## config.mk

```make
export PLATFORM = sky130hd
export DESIGN_NAME = tlpm_ctrl
export DESIGN_NICKNAME = d
export VERILOG_FILES = /design/src/rtl/tlpm_pkg.sv /design/src/rtl/tlpm_ctrl.sv
export SDC_FILE = /design/constraint.sdc
export NUM_CORES = 1
export LEC_CHECK = 0
export ABC_AREA = 0
export BUFFER_PORTS_ARGS = -buffer_cell sky130_fd_sc_hd__buf_2
export CORE_UTILIZATION = 45
export DETAILED_ROUTE_END_ITERATION = 7
export PLACE_DENSITY = 0.75
export SLEW_MARGIN = 5
export SYNTH_ARGS = -nofsm -noshare
export SYNTH_HDL_FRONTEND = slang
export SYNTH_SLANG_ARGS = --single-unit
```

## constraint.sdc

```tcl
create_clock -name clk -period 2.8 [get_ports clk]
set_input_delay 0.56 -clock clk [delete_from_list [all_inputs] [get_ports clk]]
set_output_delay 0.56 -clock clk [all_outputs]
set_load 0.03 [all_outputs]
```

## src/rtl/tlpm_pkg.sv

```systemverilog
`timescale 1ns / 1ps
// ---------------------------------------------------------------------------
// tlpm_pkg
// Shared constants and controller/datapath interface types for the page map.
// ---------------------------------------------------------------------------
package tlpm_pkg;

  localparam int DIR_ENTRIES   = 1024;
  localparam int TABLE_ENTRIES = 1024;
  localparam int TABLE_SLOTS   = 16;

  localparam int IDX_W   = 10;   // directory / table index width
  localparam int DIR_SHIFT = 22;
  localparam int TAB_SHIFT = 12;
  localparam int OFFS_W  = 12;
  localparam int FRAME_W = 20;
  localparam int PTE_W   = FRAME_W + 3;

  localparam int F_PRESENT = 0;
  localparam int F_WRITE   = 1;
  localparam int F_USER    = 2;

  localparam logic MODE_MAP   = 1'b0;
  localparam logic MODE_CHECK = 1'b1;

  localparam logic REG_WIN_LOW  = 1'b0;
  localparam logic REG_WIN_HIGH = 1'b1;

  // controller -> datapath
  typedef struct packed {
    logic load;       // latch the accepted item
    logic win;        // latch first/last page of the range
    logic dir_clr;    // clear one directory entry (reset sweep)
    logic clr_step;
    logic dir_alloc;  // write a fresh directory entry, take a slot
    logic take_slot;  // slot comes from the directory entry just read
    logic pool_clr;   // zero one entry of the new slot
    logic pool_wr;    // write the page entry
    logic pool_rd;
    logic page_step;
    logic res_load;
    logic res_fail;
    logic res_flush;
  } tlpm_cmd_t;

  // datapath -> controller
  typedef struct packed {
    logic clr_last;
    logic map_bad;
    logic dir_present;
    logic slots_full;
    logic user_conflict;
    logic len_zero;
    logic win_fail;
    logic pde_ok;
    logic pte_ok;
    logic page_last;
    logic sweep_last;
    logic out_free;
  } tlpm_sts_t;

endpackage

```

## src/rtl/tlpm_ctrl.sv

```systemverilog
`timescale 1ns / 1ps
// ---------------------------------------------------------------------------
// tlpm_ctrl
// Sequencer: directory clear after reset, map and range-check walks.
// ---------------------------------------------------------------------------
module tlpm_ctrl
  import tlpm_pkg::*;
(
  input  logic      clk,
  input  logic      rst_n,
  input  logic      in_valid,
  input  logic      in_mode,
  output logic      in_ready,
  input  tlpm_sts_t sts,
  output tlpm_cmd_t cmd
);

  typedef enum logic [3:0] {
    S_CLEAR, S_IDLE, S_MAP_RD, S_MAP_DEC, S_MAP_CLR, S_MAP_WR,
    S_CHK_WIN, S_CHK_DIR, S_CHK_PDE, S_CHK_PTE, S_FIN
  } state_t;

  state_t state_r, state_nxt;
  logic   fail_r, fail_nxt, flush_r, flush_nxt;

  always_comb begin
    state_nxt = state_r;
    fail_nxt  = fail_r;
    flush_nxt = flush_r;
    cmd       = '0;
    in_ready  = 1'b0;
    case (state_r)
      S_CLEAR: begin
        cmd.dir_clr  = 1'b1;
        cmd.clr_step = 1'b1;
        if (sts.clr_last) begin
          state_nxt = S_IDLE;
        end
      end
      S_IDLE: begin
        in_ready = 1'b1;
        if (in_valid) begin
          cmd.load  = 1'b1;
          fail_nxt  = 1'b0;
          flush_nxt = 1'b0;
          state_nxt = (in_mode == MODE_MAP) ? S_MAP_RD : S_CHK_WIN;
        end
      end
      S_MAP_RD: begin
        // directory address is presented here, data arrives next cycle
        state_nxt = S_MAP_DEC;
      end
      S_MAP_DEC: begin
        if (sts.map_bad) begin
          fail_nxt  = 1'b1;
          state_nxt = S_FIN;
        end else if (!sts.dir_present) begin
          if (sts.slots_full) begin
            fail_nxt  = 1'b1;
            state_nxt = S_FIN;
          end else begin
            cmd.dir_alloc = 1'b1;
            state_nxt     = S_MAP_CLR;
          end
        end else if (sts.user_conflict) begin
          fail_nxt  = 1'b1;
          state_nxt = S_FIN;
        end else begin
          cmd.take_slot = 1'b1;
          state_nxt     = S_MAP_WR;
        end
      end
      S_MAP_CLR: begin
        cmd.pool_clr = 1'b1;
        if (sts.sweep_last) begin
          state_nxt = S_MAP_WR;
        end
      end
      S_MAP_WR: begin
        cmd.pool_wr = 1'b1;
        flush_nxt   = 1'b1;
        state_nxt   = S_FIN;
      end
      S_CHK_WIN: begin
        cmd.win = 1'b1;
        if (sts.len_zero) begin
          state_nxt = S_FIN;
        end else if (sts.win_fail) begin
          fail_nxt  = 1'b1;
          state_nxt = S_FIN;
        end else begin
          state_nxt = S_CHK_DIR;
        end
      end
      S_CHK_DIR: begin
        state_nxt = S_CHK_PDE;
      end
      S_CHK_PDE: begin
        if (!sts.pde_ok) begin
          fail_nxt  = 1'b1;
          state_nxt = S_FIN;
        end else begin
          cmd.pool_rd = 1'b1;
          state_nxt   = S_CHK_PTE;
        end
      end
      S_CHK_PTE: begin
        if (!sts.pte_ok) begin
          fail_nxt  = 1'b1;
          state_nxt = S_FIN;
        end else if (sts.page_last) begin
          state_nxt = S_FIN;
        end else begin
          cmd.page_step = 1'b1;
          state_nxt     = S_CHK_DIR;
        end
      end
      S_FIN: begin
        if (sts.out_free) begin
          cmd.res_load  = 1'b1;
          cmd.res_fail  = fail_r;
          cmd.res_flush = flush_r;
          state_nxt     = S_IDLE;
        end
      end
      default: begin
        state_nxt = S_IDLE;
      end
    endcase
  end

  always_ff @(posedge clk) begin
    if (!rst_n) begin
      state_r <= S_CLEAR;
      fail_r  <= 1'b0;
      flush_r <= 1'b0;
    end else begin
      state_r <= state_nxt;
      fail_r  <= fail_nxt;
      flush_r <= flush_nxt;
    end
  end

endmodule

```

After elaboration in Yosys (flattened, before gate mapping)

Cells that the tools add are included.

Word-level logic and storage cells: 75
Latch bits: 0
Memories: 0
Bits in registers: 6
Bits in read-only memories: 0
Bits in writable memories: 0
Bits of input ports: 16
Output and inout port bits: 14

Shift-type cells: 0
Multiply operators: 0
Div/mod/pow operators: 0
$add $sub $neg: 0
Eq/ne operators: 20
Magnitude comparators: 0
Multiplexer cells: 46
Bitwise operators: 0
Reductions and logical operators: 6

Operators by type and width:

| cell               | number |
|---|---|
| $mux 4             | 12 |
| $pmux 4 s11        | 1 |
| $mux 1             | 24 |
| $eq 4x3->1 const B | 4 |
| $ne 2x2->1 const B | 8 |
| $eq 4x4->1 const B | 3 |
| $mux 3             | 3 |
| $eq 4x2->1 const B | 2 |
| $mux 2             | 4 |
| $ne 4x4->1 const B | 2 |
| $reduce_and 8->1   | 1 |
| $pmux 1 s5         | 1 |
| $reduce_bool 5->1  | 1 |
| $eq 4x1->1 const B | 1 |
| $logic_not 4->1    | 1 |
| $reduce_and 4->1   | 1 |
| $pmux 1 s2         | 1 |
| $reduce_and 2->1   | 1 |
| $reduce_bool 2->1  | 1 |

Longest topological paths before layout

Depth in word-level cells: 4
Gate-level depth with buffers: 6
Mapped depth without buffers: 4

Worst setup path before layout

No wires, ideal clock.

Path kind: register to output
From: register state_r[0]
To: output cmd[10] in the netlist's numbering
Data required time: 2.240 ns
Path buffers: 3
Path slack: 0.493 ns
Data arrival time: 1.747 ns
Cell stages (with the launch flop): 5
Cell sequence: dfxtp_1 -> clkbuf_1 -> buf_1 -> nor3_1 -> buf_4

RTL lines:

| what                   | RTL line         | RTL |
|---|---|---|
| from (decl)            | tlpm_ctrl.sv:23  | `state_t state_r, state_nxt;` |
| from (signal assigned) | tlpm_ctrl.sv:138 | `state_r <= state_nxt;` |
| to (decl)              | tlpm_ctrl.sv:15  | `output tlpm_cmd_t cmd` |

==> flow_summary.ini <==
[outcome]
status = completed

[die]
rows = 13
coreArea_um2 = 1330
ios = 30
die_x_um = 40.4
die-area_um2 = 1630
initial_utilization = 0.497
die_height_um = 40.4

[power_and_ir_drop]
vdd_drop_max_mv = 0.268
power_density_nw_per_um2 = 786
leakagePower_nw = 0.378

[timing]
setup-violations-final = 0
finalSetupTns_ns = 0
max_clock_freq_mhz = 403
max_slew_margin = 0.632
period_needed_ns = 2.48
period_share = 0.886
slew_violations = 0
hold_viol = 0
fin_skew_ns = 0.00132
hold_ws_ns = 0.483
rsz0062_at_grt = false
tightest_slew_ns = 0.552

[route]
route.vias.total = 788
drtIter0Drc = 30
viasPerCell = 5.97
drtPass1Iterations = 4
wire_per_inst_um = 14.2
wl_um = 1870
ant_nets = 0
remaining_drc_errors = 0

[layout]
antenna_cells = 0
register_area_um2 = 120
layout-drive-gt1-share = 0.316
fillers = 129
multiInputGateArea_um2 = 485
fin_cells = 132
layout_common_cells = buf_2, nor2_1, nand2_1
final_nets = 135
layout_commonest_cell = buf_2
utilization = 0.611
syn2layout_area_growth_pct = 22.8

[setup_path]
r2r_end = fail_r$_SDFFE_PN0P_
r2r_slack_ns = 1.04
arrival_ns = 1.92
startpoint_type = flop
reg2regPathDepth = 4
critPathBufInv = 1
cp.required_ns = 2.24
path_class = flop to output port
cp-end-kind = output port
r2r_start = state_r[1]$_SDFFE_PN0P_
critPathMaxFanout = 17
cpPeakStageDelay_ns = 0.66
crit_slowest_cell = dfxtp_1
path_cells = nand2_1, or3_4, nor3_1, buf_2
critPathTopFamily = simple AND/OR/NAND/NOR gates

[synthesis]
yosys.area_share.xor_xnor = 0
postSynth.asyncResetShare = 0
synth_compound_area_frac = 0.268
syn_area_um2 = 663
synth_top_family_by_area = simple AND/OR/NAND/NOR gates
synth_mux_area_frac = 0.0491
seq_area_frac_synth = 0.181
synthCells = 93
synth_edf_count = 0
synth-simple-area-share = 0.415
synth_flop_cell = dfxtp_1
synth_fa_ha_area_frac = 0
yosysWarnings = 0
syn-num-nets = 109
ys_types = 41
synth_area_per_cell_um2 = 7.13
ys_ff_latch = 6

[cts]
cts_hold_buf = 0
cts_resized = 0
insertion_delay_ns = 0.25
clock-root-buffer = clkbuf_4
cts_buffers = 3
clockBufferDepth = 2
postCtsSetupBuffers = 0
cts_tree = built
htree_levels = 1
cts_num_sinks = 6
clk_pin_slew_ns = 0.05

[grt]
grt_use_total = 0.248
antenna_found_initial = 0
grt_first_pass_wirelength_um = 2680
grt_pass1_vias = 661
grt_max_degree = 20
overflow = 0

[placement]
numPortBuffers = 29
dp.cells = 129
hpwlAfterDp_um = 1370
gp_congestion = 0.900

[min_path]
min_to = fail_r$_SDFFE_PN0P_
hold_path.startpoint = fail_r$_SDFFE_PN0P_
hold_class = flop to flop
whs_path_depth = 2

[run]
max-cap-violations = 0
-- worst reg2reg max path, delay by kind of cell (launching register included) --
| kind | cells | cell delay, ns |
|---|---|---|
| AND/OR/NAND/NOR | 2 | 0.72 |
| flip-flops | 1 | 0.66 |
| AO/OA/AOI/OAI | 2 | 0.25 |
-- worst max-delay path by stage --
stage	start	endpoint	slack, ns	depth (start not counted)
floorplan	state_r[0]$_SDFFE_PN0P_	cmd[10]	0.49	4
global placement	state_r[1]$_SDFFE_PN0P_	cmd[7]	0.69	4
detailed placement	state_r[1]$_SDFFE_PN0P_	cmd[7]	0.65	4
CTS	state_r[1]$_SDFFE_PN0P_	cmd[8]	0.38	4
global route	state_r[1]$_SDFFE_PN0P_	cmd[7]	0.23	4
finish	state_r[1]$_SDFFE_PN0P_	cmd[8]	0.32	4
-- sequential cells by signal, indices dropped and copies added (netlist names) --
register / flops
state_r: 4
fail_r: 1
flush_r: 1
-- cell usage after synthesis, drive strengths merged (2+ instances only) --
cell type,instances,share of area
nand2b,3,0.028
and2,2,0.019
mux2,2,0.034
nand2,8,0.045
clkbuf,5,0.028
nor2b,4,0.038
dfxtp,6,0.18
o21a,2,0.023
o22ai,2,0.019
a31oi,2,0.019
nor4bb,2,0.030
o31ai,2,0.023
inv,4,0.023
nor3,5,0.038
buf,4,0.036
a21oi,2,0.015
nor2,9,0.051
o21ai,5,0.038
nor3b,2,0.040
o32a,2,0.030
nand3,3,0.023
-- kinds of logic (layout without fill, tap and decap cells) --
| logic type | count (synthesis) | count (layout) |
|---|---|---|
| compound gates | 25 | 25 |
| simple gates | 46 | 46 |
| flops | 6 | 6 |
| mux | 3 | 3 |
| buf+inv | 13 | 37 |
-- area by class of cell --
class	count	area share
tap	15	0.0230
multi-input combinational	74	0.596
inverter	4	0.0184
clock buffer	3	0.0276
timing repair buffer	30	0.187
sequential	6	0.147
-- power by group --
group / switching, mW / internal, mW
clock: 0.0354 / 0.0488
sequential: 0.0361 / 0.105
combinational: 0.261 / 0.154
total: 0.332 / 0.308
-- metal layers --
metal  track usage  share of wire  vias to the layer above
li1              -              -                      388
met4         0.158          0.010                        0
met3        0.0500          0.046                        4
met1         0.287           0.44                      359
met5             0              0                        -
met2         0.409           0.50                       37
-- per-stage QoR --
stage / cell area (um^2) / worst slack, ns / total power [mW]
finish: 815 / 0.318 / 0.640
global route: 815 / 0.232 / 0.685
CTS: 815 / 0.379 / 0.638
detailed placement: 792 / 0.646 / 0.550
global placement: 792 / 0.691 / 0.548
floorplan: 663 / 0.493 / 0.464
Power figures use the tool's default switching activity.
